`config.mk`:
```
export PLATFORM = sky130hd
export DESIGN_NAME = websocket_backend_deframer_unit
export DESIGN_NICKNAME = d
export VERILOG_FILES = /design/src/rtl/core/wsdf_pkg.sv /design/src/rtl/core/websocket_backend_deframer_unit.sv /design/src/rtl/core/wsdf_parser.sv /design/src/rtl/core/wsdf_out_stage.sv
export SDC_FILE = /design/constraint.sdc
export NUM_CORES = 1
export LEC_CHECK = 0
export BUFFER_PORTS_ARGS = -buffer_cell sky130_fd_sc_hd__buf_4
export CORE_MARGIN = 5
export CORE_UTILIZATION = 29
export DETAILED_ROUTE_END_ITERATION = 8
export PLACE_DENSITY = 0.43
export SLEW_MARGIN = 20
export SYNTH_ARGS = -nofsm -noshare
export SYNTH_HDL_FRONTEND = slang
export SYNTH_SLANG_ARGS = --single-unit
```
`constraint.sdc`:
```
create_clock -name aclk -period 77.7 [get_ports aclk]
set_input_delay 15.54 -clock aclk [delete_from_list [all_inputs] [get_ports aclk]]
set_output_delay 15.54 -clock aclk [all_outputs]
set_load 0.01 [all_outputs]
```
`src/rtl/core/wsdf_pkg.sv`:
```
`timescale 1ns / 1ps
// ----------------------------------------------------------------------------
// wsdf_pkg
// Shared types and constants for the WebSocket backend deframer.
// ----------------------------------------------------------------------------
package wsdf_pkg;

    // Frame header codes
    localparam logic [3:0] OPC_CLOSE   = 4'h8;
    localparam logic [6:0] LEN7_EXT16  = 7'd126;
    localparam logic [6:0] LEN7_EXT64  = 7'd127;

    // Header byte totals: two fixed bytes, extension bytes, mask key bytes
    localparam logic [3:0] HDR_BASE    = 4'd2;
    localparam logic [3:0] HDR_EXT16   = 4'd4;
    localparam logic [3:0] HDR_EXT64   = 4'd10;
    localparam logic [3:0] KEY_BYTES   = 4'd4;

    // Backend header: length, client id, backend id, big-endian
    localparam logic [3:0] BHDR_BYTES  = 4'd12;

    localparam int unsigned LIMIT_W    = 21;
    localparam logic [LIMIT_W-1:0] LIMIT_RESET = 21'h10000;

    typedef enum logic [2:0] {
        PHASE_OPCODE,
        PHASE_LENGTH,
        PHASE_EXT_LEN,
        PHASE_MASK_KEY,
        PHASE_BACKEND_HDR,
        PHASE_DATA,
        PHASE_SKIP
    } phase_t;

    typedef enum logic [2:0] {
        EVT_MSG_START    = 3'd0,
        EVT_PAYLOAD      = 3'd1,
        EVT_CLOSE        = 3'd2,
        EVT_TOO_LARGE    = 3'd3,
        EVT_TOO_SHORT    = 3'd4,
        EVT_LEN_MISMATCH = 3'd5
    } event_t;

    typedef struct packed {
        event_t              event_res;
        logic [7:0]          payload_byte;
        logic [31:0]         client_ident;
        logic [31:0]         backend_ident;
        logic [LIMIT_W-1:0]  message_length;
        logic                last;
    } result_t;

endpackage

```
`src/rtl/core/websocket_backend_deframer_unit.sv`:
```
`timescale 1ns / 1ps
// ----------------------------------------------------------------------------
// websocket_backend_deframer_unit
// WebSocket frame deframer: header parse, unmask, backend header check.
// ----------------------------------------------------------------------------
//  Channel   Direction  Handshake          Payload
//  cfg       in         cfg_wr_en          cfg_wr_data (max frame size)
//  s_        in         s_valid / s_ready  s_rx_byte
//  m_        out        m_valid / m_ready  event, byte, idents, length, last
//
//  One byte is accepted per cycle while s_ready is high; its result, if any,
//  is registered in the output stage. The parser updates its state per byte.
//  Reset is synchronous; no clearing pass is needed after it.
//  A stalled result is held in the output register, a second one in the skid
//  entry; s_ready drops only while the skid entry is occupied.
// ----------------------------------------------------------------------------
module websocket_backend_deframer_unit import wsdf_pkg::*; (
    input  logic               aclk,
    input  logic               aresetn,
    input  logic               cfg_wr_en,
    input  logic [LIMIT_W-1:0] cfg_wr_data,
    input  logic               s_valid,
    output logic               s_ready,
    input  logic [7:0]         s_rx_byte,
    output logic               m_valid,
    input  logic               m_ready,
    output logic [2:0]         m_event_res,
    output logic [7:0]         m_payload_byte,
    output logic [31:0]        m_client_ident,
    output logic [31:0]        m_backend_ident,
    output logic [LIMIT_W-1:0] m_message_length,
    output logic               m_last
);

    logic    byte_valid;
    logic    res_push;
    result_t res;
    result_t m_res;

    assign byte_valid = s_valid && s_ready;

    wsdf_parser u_parser (
        .aclk        (aclk),
        .aresetn     (aresetn),
        .cfg_wr_en   (cfg_wr_en),
        .cfg_wr_data (cfg_wr_data),
        .byte_valid  (byte_valid),
        .rx_byte     (s_rx_byte),
        .res_push    (res_push),
        .res         (res)
    );

    wsdf_out_stage u_out (
        .aclk     (aclk),
        .aresetn  (aresetn),
        .push     (res_push),
        .push_res (res),
        .in_ready (s_ready),
        .m_valid  (m_valid),
        .m_ready  (m_ready),
        .m_res    (m_res)
    );

    // Unpack the result fields onto ports
    assign m_event_res      = m_res.event_res;
    assign m_payload_byte   = m_res.payload_byte;
    assign m_client_ident   = m_res.client_ident;
    assign m_backend_ident  = m_res.backend_ident;
    assign m_message_length = m_res.message_length;
    assign m_last           = m_res.last;

endmodule

```
`src/rtl/core/wsdf_parser.sv`:
```
`timescale 1ns / 1ps
// ----------------------------------------------------------------------------
// wsdf_parser
// Per-byte frame header tracker, payload unmasking and backend header check.
// ----------------------------------------------------------------------------
module wsdf_parser import wsdf_pkg::*; (
    input  logic               aclk,
    input  logic               aresetn,
    input  logic               cfg_wr_en,
    input  logic [LIMIT_W-1:0] cfg_wr_data,
    input  logic               byte_valid,
    input  logic [7:0]         rx_byte,
    output logic               res_push,
    output result_t            res
);

    phase_t              phase_reg, phase_next;
    logic [3:0]          opcode_reg, opcode_next;
    logic                mask_reg, mask_next;
    logic [63:0]         len_reg, len_next;
    logic [3:0]          cnt_reg, cnt_next;
    logic [31:0]         key_reg, key_next;
    logic [1:0]          kidx_reg, kidx_next;
    logic [95:0]         shift_reg, shift_next;
    logic [3:0]          hdr_reg, hdr_next;
    logic [LIMIT_W-1:0]  limit_reg;

    logic [7:0]          key_byte;
    logic [7:0]          plain;
    logic                finish_len;
    logic                finish_hdr;
    logic                too_large;
    logic [LIMIT_W:0]    size_total;

    // Select the key byte for this payload position
    always_comb begin
        case (kidx_reg)
            2'd0:    key_byte = key_reg[31:24];
            2'd1:    key_byte = key_reg[23:16];
            2'd2:    key_byte = key_reg[15:8];
            default: key_byte = key_reg[7:0];
        endcase
    end

    assign plain = mask_reg ? (rx_byte ^ key_byte) : rx_byte;

    // Next state and result for one byte
    always_comb begin
        phase_next  = phase_reg;
        opcode_next = opcode_reg;
        mask_next   = mask_reg;
        len_next    = len_reg;
        cnt_next    = cnt_reg;
        key_next    = key_reg;
        kidx_next   = kidx_reg;
        shift_next  = shift_reg;
        hdr_next    = hdr_reg;
        finish_len  = 1'b0;
        finish_hdr  = 1'b0;
        too_large   = 1'b0;
        size_total  = '0;
        res_push    = 1'b0;
        res         = '0;

        if (byte_valid) begin
            case (phase_reg)
                PHASE_OPCODE: begin
                    opcode_next = rx_byte[3:0];
                    key_next    = '0;
                    hdr_next    = HDR_BASE;
                    phase_next  = PHASE_LENGTH;
                end
                PHASE_LENGTH: begin
                    mask_next = rx_byte[7];
                    cnt_next  = '0;
                    len_next  = '0;
                    if (rx_byte[6:0] == LEN7_EXT16) begin
                        hdr_next   = HDR_EXT16;
                        phase_next = PHASE_EXT_LEN;
                    end else if (rx_byte[6:0] == LEN7_EXT64) begin
                        hdr_next   = HDR_EXT64;
                        phase_next = PHASE_EXT_LEN;
                    end else begin
                        len_next   = {57'd0, rx_byte[6:0]};
                        finish_len = 1'b1;
                    end
                end
                PHASE_EXT_LEN: begin
                    len_next = {len_reg[55:0], rx_byte};
                    cnt_next = cnt_reg + 4'd1;
                    if (cnt_next >= hdr_reg - HDR_BASE) begin
                        finish_len = 1'b1;
                    end
                end
                PHASE_MASK_KEY: begin
                    key_next = {key_reg[23:0], rx_byte};
                    cnt_next = cnt_reg + 4'd1;
                    if (cnt_next >= KEY_BYTES) begin
                        finish_hdr = 1'b1;
                    end
                end
                PHASE_BACKEND_HDR: begin
                    shift_next = {shift_reg[87:0], plain};
                    len_next   = len_reg - 64'd1;
                    kidx_next  = kidx_reg + 2'd1;
                    cnt_next   = cnt_reg + 4'd1;
                    if (cnt_next == BHDR_BYTES) begin
                        res_push = 1'b1;
                        if ({32'd0, shift_next[95:64]} != len_next) begin
                            res.event_res = EVT_LEN_MISMATCH;
                            res.last      = 1'b1;
                            phase_next    = (len_next == '0) ? PHASE_OPCODE : PHASE_SKIP;
                        end else begin
                            res.event_res      = EVT_MSG_START;
                            res.client_ident   = shift_next[63:32];
                            res.backend_ident  = shift_next[31:0];
                            res.message_length = shift_next[64 +: LIMIT_W];
                            res.last           = (len_next == '0);
                            phase_next = (len_next == '0) ? PHASE_OPCODE : PHASE_DATA;
                        end
                    end
                end
                PHASE_DATA: begin
                    len_next          = len_reg - 64'd1;
                    kidx_next         = kidx_reg + 2'd1;
                    res_push          = 1'b1;
                    res.event_res     = EVT_PAYLOAD;
                    res.payload_byte  = plain;
                    res.last          = (len_next == '0);
                    if (len_next == '0) begin
                        phase_next = PHASE_OPCODE;
                    end
                end
                PHASE_SKIP: begin
                    len_next = len_reg - 64'd1;
                    if (len_next == '0) begin
                        phase_next = PHASE_OPCODE;
                    end
                end
                default: begin
                    phase_next = PHASE_OPCODE;
                end
            endcase

            // Length complete: fetch the mask key or close the header
            if (finish_len) begin
                cnt_next = '0;
                if (mask_next) begin
                    hdr_next   = hdr_next + KEY_BYTES;
                    phase_next = PHASE_MASK_KEY;
                end else begin
                    finish_hdr = 1'b1;
                end
            end

            // Header complete: check opcode, frame size and minimum payload
            if (finish_hdr) begin
                cnt_next   = '0;
                kidx_next  = '0;
                size_total = {1'b0, len_next[LIMIT_W-1:0]} + {18'd0, hdr_next};
                too_large  = (len_next[63:LIMIT_W] != '0) ||
                             (size_total > {1'b0, limit_reg});
                if (opcode_next == OPC_CLOSE) begin
                    res.event_res = EVT_CLOSE;
                    res_push      = 1'b1;
                end else if (too_large) begin
                    res.event_res = EVT_TOO_LARGE;
                    res_push      = 1'b1;
                end else if (len_next < {60'd0, BHDR_BYTES}) begin
                    res.event_res = EVT_TOO_SHORT;
                    res_push      = 1'b1;
                end else begin
                    phase_next = PHASE_BACKEND_HDR;
                end
                if (res_push) begin
                    res.last   = 1'b1;
                    phase_next = (len_next == '0) ? PHASE_OPCODE : PHASE_SKIP;
                end
            end
        end
    end

    // Hold control state
    always_ff @(posedge aclk) begin
        if (!aresetn) begin
            phase_reg  <= PHASE_OPCODE;
            opcode_reg <= '0;
            mask_reg   <= 1'b0;
            len_reg    <= '0;
            cnt_reg    <= '0;
            key_reg    <= '0;
            kidx_reg   <= '0;
            hdr_reg    <= HDR_BASE;
            limit_reg  <= LIMIT_RESET;
        end else begin
            phase_reg  <= phase_next;
            opcode_reg <= opcode_next;
            mask_reg   <= mask_next;
            len_reg    <= len_next;
            cnt_reg    <= cnt_next;
            key_reg    <= key_next;
            kidx_reg   <= kidx_next;
            hdr_reg    <= hdr_next;
            if (cfg_wr_en) begin
                limit_reg <= cfg_wr_data;
            end
        end
    end

    // Backend header shift line, fully refilled before every use
    always_ff @(posedge aclk) begin
        shift_reg <= shift_next;
    end

endmodule

```
`src/rtl/core/wsdf_out_stage.sv`:
```
`timescale 1ns / 1ps
// ----------------------------------------------------------------------------
// wsdf_out_stage
// Result register with a skid entry so input ready is a registered signal.
// ----------------------------------------------------------------------------
module wsdf_out_stage import wsdf_pkg::*; (
    input  logic    aclk,
    input  logic    aresetn,
    input  logic    push,
    input  result_t push_res,
    output logic    in_ready,
    output logic    m_valid,
    input  logic    m_ready,
    output result_t m_res
);

    logic    main_valid_reg;
    logic    skid_valid_reg;
    result_t main_reg;
    result_t skid_reg;

    assign in_ready = !skid_valid_reg;
    assign m_valid  = main_valid_reg;
    assign m_res    = main_reg;

    // Advance the result register, park a transfer in the skid on a stall
    always_ff @(posedge aclk) begin
        if (!aresetn) begin
            main_valid_reg <= 1'b0;
            skid_valid_reg <= 1'b0;
        end else if (m_ready || !main_valid_reg) begin
            if (skid_valid_reg) begin
                main_valid_reg <= 1'b1;
                skid_valid_reg <= 1'b0;
            end else begin
                main_valid_reg <= push;
            end
        end else if (push) begin
            skid_valid_reg <= 1'b1;
        end
    end

    // Payload registers
    always_ff @(posedge aclk) begin
        if (m_ready || !main_valid_reg) begin
            main_reg <= skid_valid_reg ? skid_reg : push_res;
        end else if (push) begin
            skid_reg <= push_res;
        end
    end

endmodule

```
==> reports/summary.txt, run 1 <==
Yosys Warn Count = 0
Setup-failing EPs final = 0
leading area contributor after synthesis = edfxtp_1
post-route ant nets = 0
slew margin rel. = 23.7%
Final min period = 22.28 ns
post-place setup slack = 54.85 ns
vias in the first global route = 17107
Final Non-Filler Cells = 3208
Iter 0 DRT Violations = 1680
VDD IR-drop max = 21.5 uV
Num CTS Buffers = 48
Post-synth top flop = edfxtp_1
Clk pin slew, worst setup/hold paths = 0.06 ns
Finished Cell Area = 25500 sq um
Inserted Diodes = 0
sequential area share after synthesis = 51.0%
Die Width = 285 microns
P_leak = 9.21 nW
Post-CTS Setup Inserts = 0
largest cells by area after synthesis = edfxtp_1 38%, dfxtp_1 12%, nor2_1 3.5%
Nets = 2262
CTS root buf = clkbuf_16
Clock Path Buffers = 3
fin crit share = 28.7%
Post-Syn Instances = 2143
area share of and/or/nand/nor cells after synthesis = 19.6%
Residual DRC = 0
Worst-Margin Slew = 1.14 ns
CP Max Fanout = 74
final HPWL from detailed placement = 57400 microns
via count = 17809
GR Overflow Total = 0
hold buffers post-CTS = 0
IO Count = 133
Worst EP required = 77.91 ns
cell family contributing the most delay on the critical path = compound AO/OA/AOI/OAI gates
worst-skew pair later-pin latency = 0.59 ns
number of synthesized flops with an enable pin = 282
Max Cap Violations = 0
Final WS setup = 55.42 ns
first-pass GRT wire length = 120000 microns
DRT Wirelength = 81400 microns
GPL Wtd Cong = 0.934
Setup TNS = 0 ns
Synth Area in Compound Gates = 16.8%
# port buffers = 132
Placeable Area = 75600 sq um
antenna violations before repair = 0
main combinational cell family by area after synthesis = simple AND/OR/NAND/NOR gates
Synth Net Count = 2215
Max Fclk = 0.0449 GHz
status = completed
XOR/XNOR share of the synthesized area = 3.61%
Cell variety after synth = 91
Die Area = 81500 sq um
fraction of registers with async set/reset = 0%
CP max stage delay = 0.85 ns
share of cells above drive strength 1 = 14.0%
post-synth top area share = 38.5%
wire per inst = 25.4 microns
Critical Path AT = 22.49 ns
chip height = 285 microns
Adder-Cell Fraction of Synth Area = 2.20%
mux contribution to synthesized area = 2.14%
Inst Count DP = 3118
Final Hold Vio Count = 0
power per cell area = 30.0 nW/um^2
Resize count post-CTS = 0
HP Class = flop to flop
CP Class = primary input to flop
Pre-antenna DRT Iters = 8
RSZ-0062 raised after global routing = false
CTS tree = yes
Final Max Slew Viols = 0
placed inst area = 23800 sq um
Worst Setup Start Kind = primary input
Critical-path top delay cell = buf_4
synthesis-to-layout area growth = 15.8%
Rows = 101
Mapped Area = 22000 sq um
Worst Path Buf+Inv = 4
H-tree depth = 2
clock skew = 0.0172 ns
clk sink count = 419
Initial Utilization = 29.1%
syn avg cell area = 10.3 sq um
Critical Path Sink Type = flop
vias per inst = 5.55
Global Route Usage Sum = 19.2%
number of synthesized register bits = 419
pin count of the biggest net entering global routing = 112
-- cell usage in the layout, fill, tap and decap left out, drive strengths merged, types with 20 or more instances in the layout --
cell	netlist	routed
nor2	204	204
clkinv	1	27
ha	37	37
nor4	67	67
xor2	32	32
a21oi	80	80
xnor2	56	56
or3	20	20
o21ai	79	79
nor3	71	71
buf	53	175
a22oi	49	49
edfxtp	282	282
mux2i	38	38
or4	27	27
inv	60	60
dfxtp	137	137
nand2	128	128
nand4	56	56
a22o	86	86
a21o	33	33
nand3	55	55
a211oi	41	41
clkbuf	125	55
and2	85	85
-- cell families (layout without fill, tap and decap cells) --
logic type,after synthesis,count (layout)
AND/OR/NAND/NOR,799,799
flip-flops,419,419
adder cells (fa/ha/maj),38,38
AO/OA/AOI/OAI,513,513
XOR/XNOR,89,89
multiplexers,46,46
buffers and inverters,239,326
-- path summary, 6_finish.rpt --
kind / start / to / slack, ns / cells past startpoint
worst max-delay path: s_rx_byte[2] / u_out.skid_reg[7] / 55.42 / 28
worst min register to register: u_parser.opcode_reg[3] / u_parser.opcode_reg[3] / 0.46 / 2
worst max register to register: u_parser.phase_reg[0] / u_out.skid_reg[7] / 69.39 / 28
worst min-delay path: u_parser.opcode_reg[3] / u_parser.opcode_reg[3] / 0.46 / 2
-- worst register-to-register path, delay by kind of cell (launching register included) --
family	cells	cell delay [ns]
AOI/OAI and AO/OA	10	2.27
xor gates and xnor gates	1	0.17
adders and majority gates	3	0.92
buffers and inverters	4	1.60
DFF	1	0.60
and+or+nand+nor	10	2.30
-- routing by layer --
metal  track usage (%)  vias to the layer above  share of wire, %
met5                 0                        -                 0
met4              6.51                        0               3.6
met3              2.77                      135               5.1
met2              31.3                      606                47
met1              26.2                     8847                44
li1                  -                     8221                 -
-- per-stage QoR --
stage,hold WS (ns),util (%),power [mW]
3_5_place_dp,0.448,31.5,0.526
5_1_grt,0.476,33.7,0.801
2_1_floorplan,0.425,-,0.427
6_report,0.457,33.7,0.763
3_3_place_gp,0.446,31.5,0.527
4_1_cts,0.458,33.7,0.770
-- synthesized netlist by cell type, types with 37 or more instances --
cell type / instances
nor4_1: 56
and2_1: 85
edfxtp_1: 282
a22o_1: 86
a21oi_1: 80
xnor2_1: 56
a22oi_1: 49
o21ai_0: 79
nand3_1: 54
ha_1: 37
a211oi_1: 41
inv_1: 59
clkbuf_1: 118
nand4_1: 56
nand2_1: 126
mux2i_1: 38
dfxtp_1: 137
nor2_1: 203
nor3_1: 67
-- area by class of cell --
cell class	count	area [sq um]
flip-flops and latches	419	11200
multi-input cells	1485	9820
fillers	7656	50100
inverters	61	230
clock buffers	55	1250
clock inverters	35	430
well taps	978	1220
repair buffers	175	1310
-- report_power, final --
group / switching, mW / internal, mW
combinational: 0.162 / 0.0812
clock: 0.0965 / 0.143
sequential: 0.0236 / 0.257
total: 0.282 / 0.481
No activity file was read; power rests on OpenSTA's default activity.
==> run 2, diff against run 1 <==
--- a/config.mk
+++ b/config.mk
@@ -5,11 +5,12 @@
 export SDC_FILE = /design/constraint.sdc
 export NUM_CORES = 1
 export LEC_CHECK = 0
+export ABC_AREA = 1
 export BUFFER_PORTS_ARGS = -buffer_cell sky130_fd_sc_hd__buf_4
 export CORE_MARGIN = 5
 export CORE_UTILIZATION = 29
 export DETAILED_ROUTE_END_ITERATION = 8
-export PLACE_DENSITY = 0.43
+export PLACE_DENSITY = 0.45
 export SLEW_MARGIN = 20
 export SYNTH_ARGS = -nofsm -noshare
 export SYNTH_HDL_FRONTEND = slang
==> constraint.sdc (replaced) <==
create_clock -name aclk -period 20.2 [get_ports aclk]
set_input_delay 4.04 -clock aclk [delete_from_list [all_inputs] [get_ports aclk]]
set_output_delay 4.04 -clock aclk [all_outputs]
set_load 0.01 [all_outputs]
==> reports/summary.txt, run 2 <==
Yosys Warn Count = 0
clock skew = 0.0359 ns
P_leak = 11.7 nW
Clock Path Buffers = 3
Post-synth top flop = edfxtp_1
Worst Hold Slack = 0.426 ns
slew margin rel. = 26.4%
HP Class = flop to flop
Top cell by count, worst path = nand2_1
# port buffers = 132
Final Hold Vio Count = 0
leading area contributor after synthesis = edfxtp_1
largest cells by area after synthesis = edfxtp_1 38%, dfxtp_1 12%, nand2_1 12%
Critical Path AT = 9.64 ns
worst-skew pair later-pin latency = 0.61 ns
Num CTS Buffers = 50
power per cell area = 123 nW/um^2
wire per inst = 18.8 microns
Placeable Area = 77200 sq um
RSZ-0062 raised after global routing = false
origin of the critical flop-to-flop path = u_parser.phase_reg[1]
Resize count post-CTS = 0
met2 usage = 26.3%
GR peak layer = met1
Inserted Diodes = 0
GPL Wtd Cong = 0.933
final HPWL from detailed placement = 53700 microns
CP Max Fanout = 61
Inst Count DP = 3856
CP Class = primary input to flop
Storage cell area = 11200 sq um
Die Area = 83200 sq um
Critical-path top delay cell = buf_4
Worst-Margin Slew = 1.10 ns
Final WS setup = 10.77 ns
clk sink count = 419
GR Overflow Total = 0
Final Max Slew Viols = 0
Synth Net Count = 2840
Iter 0 DRT Violations = 1646
top post-synthesis cells by count = 722 x nand2_1, 323 x nor2_1, 321 x inv_1
Worst EP required = 20.41 ns
CTS tree = yes
Die Width = 288 microns
most frequent cells in the layout = 720 x nand2_1, 320 x nor2_1, 319 x inv_1
pin count of the biggest net entering global routing = 98
hold buffers post-CTS = 0
vias per inst = 4.84
H-tree depth = 2
fraction of registers with async set/reset = 0%
via count = 19106
Max Cap Violations = 0
Post-Syn Instances = 2768
number of synthesized flops with an enable pin = 282
Final Non-Filler Cells = 3947
Rows = 102
Critical Path Sink Type = flop
antenna violations before repair = 0
Setup-failing EPs final = 0
Final min period = 9.43 ns
post-route ant nets = 0
vias in the first global route = 18171
CTS root buf = clkbuf_16
DRT Wirelength = 74100 microns
fin crit share = 46.7%
Worst Setup Start Kind = primary input
Residual DRC = 0
min-delay src = u_parser.shift_reg[9]
Clk pin slew, worst setup/hold paths = 0.06 ns
share of cells above drive strength 1 = 10.6%
CP Launch Point = s_rx_byte[6]
IO Count = 133
syn avg cell area = 8.12 sq um
sequential area share after synthesis = 49.9%
number of synthesized register bits = 419
Pre-antenna DRT Iters = 6
CP max stage delay = 0.73 ns
post-place setup slack = 9.59 ns
first-pass GRT wire length = 112000 microns
synthesis-to-layout area growth = 16.5%
fillcell total = 8088
commonest non-fill, non-tap cell in the layout = nand2_1
met1 Use GR = 26.6%
Global Route Usage Sum = 17.3%
area of the multi-input gates = 9640 sq um
chip height = 288 microns
Nets = 2941
Initial Utilization = 29.1%
Setup TNS = 0 ns
Cell variety after synth = 48
Mapped Area = 22500 sq um
Post-CTS Setup Inserts = 0
VDD IR-drop max = 83.9 uV
met3 usage = 2.28%
status = completed
Max Fclk = 0.106 GHz
most common cell in the netlist = nand2_1
Overall Power = 3.22 mW
post-synth top area share = 37.7%
-- run 2: cell type report --
type,instances,area share [%]
tap,1040,4.97
inverter,326,4.69
clock buffer,60,5.00
clock inverter,30,1.31
timing repair buffer,150,4.36
multi-input combinational,1922,36.8
sequential,419,42.8
-- run 2: metal layers --
layer | up-vias | wire length, microns
met1 | 9119 | 36800
met5 | - | 0
met3 | 83 | 4150
met4 | 0 | 1130
met2 | 546 | 32000
li1 | 9358 | -
-- run 2: worst paths after layout --
| check | end | slack (ns) | cells after the start |
|---|---|---|---|
| worst max-delay path | u_out.skid_reg[12] | 10.77 | 38 |
| worst min-delay path | u_parser.shift_reg[17] | 0.43 | 0 |
| worst max register to register | u_out.skid_reg[12] | 13.35 | 37 |
| worst min register to register | u_parser.shift_reg[17] | 0.43 | 0 |
-- run 2: stage by stage --
stage / cell area [sq um] / util, %
after global placement: 24500 / 31.7
after detailed placement: 24500 / 31.7
final: 26200 / 33.9
after floorplan: 22500 / -
after global routing: 26200 / 33.9
after CTS: 26200 / 33.9
-- run 2: kinds of logic after synthesis --
group           count (synthesis)  share of synthesized area [%]
buf+inv                       427                           7.46
mux                             1                         0.0445
xor+xnor                       34                           1.32
compound gates                410                           10.5
fa+ha+maj                      38                           2.15
flops                         419                           49.9
simple gates                 1439                           28.6
-- run 2: power breakdown --
part           internal [mW]  switching [mW]
Clock                  0.529           0.384
Sequential             0.998          0.0730
Combinational          0.373           0.866
Total                   1.90            1.32
-- run 2: critical path, delay by kind of cell --
kind                     cells  cell delay (ns)
buffers and inverters        5             1.08
adder cells (fa/ha/maj)      2             0.68
AND/OR/NAND/NOR             26             3.12
AO/OA/AOI/OAI                4             0.50
XOR/XNOR                     1             0.12
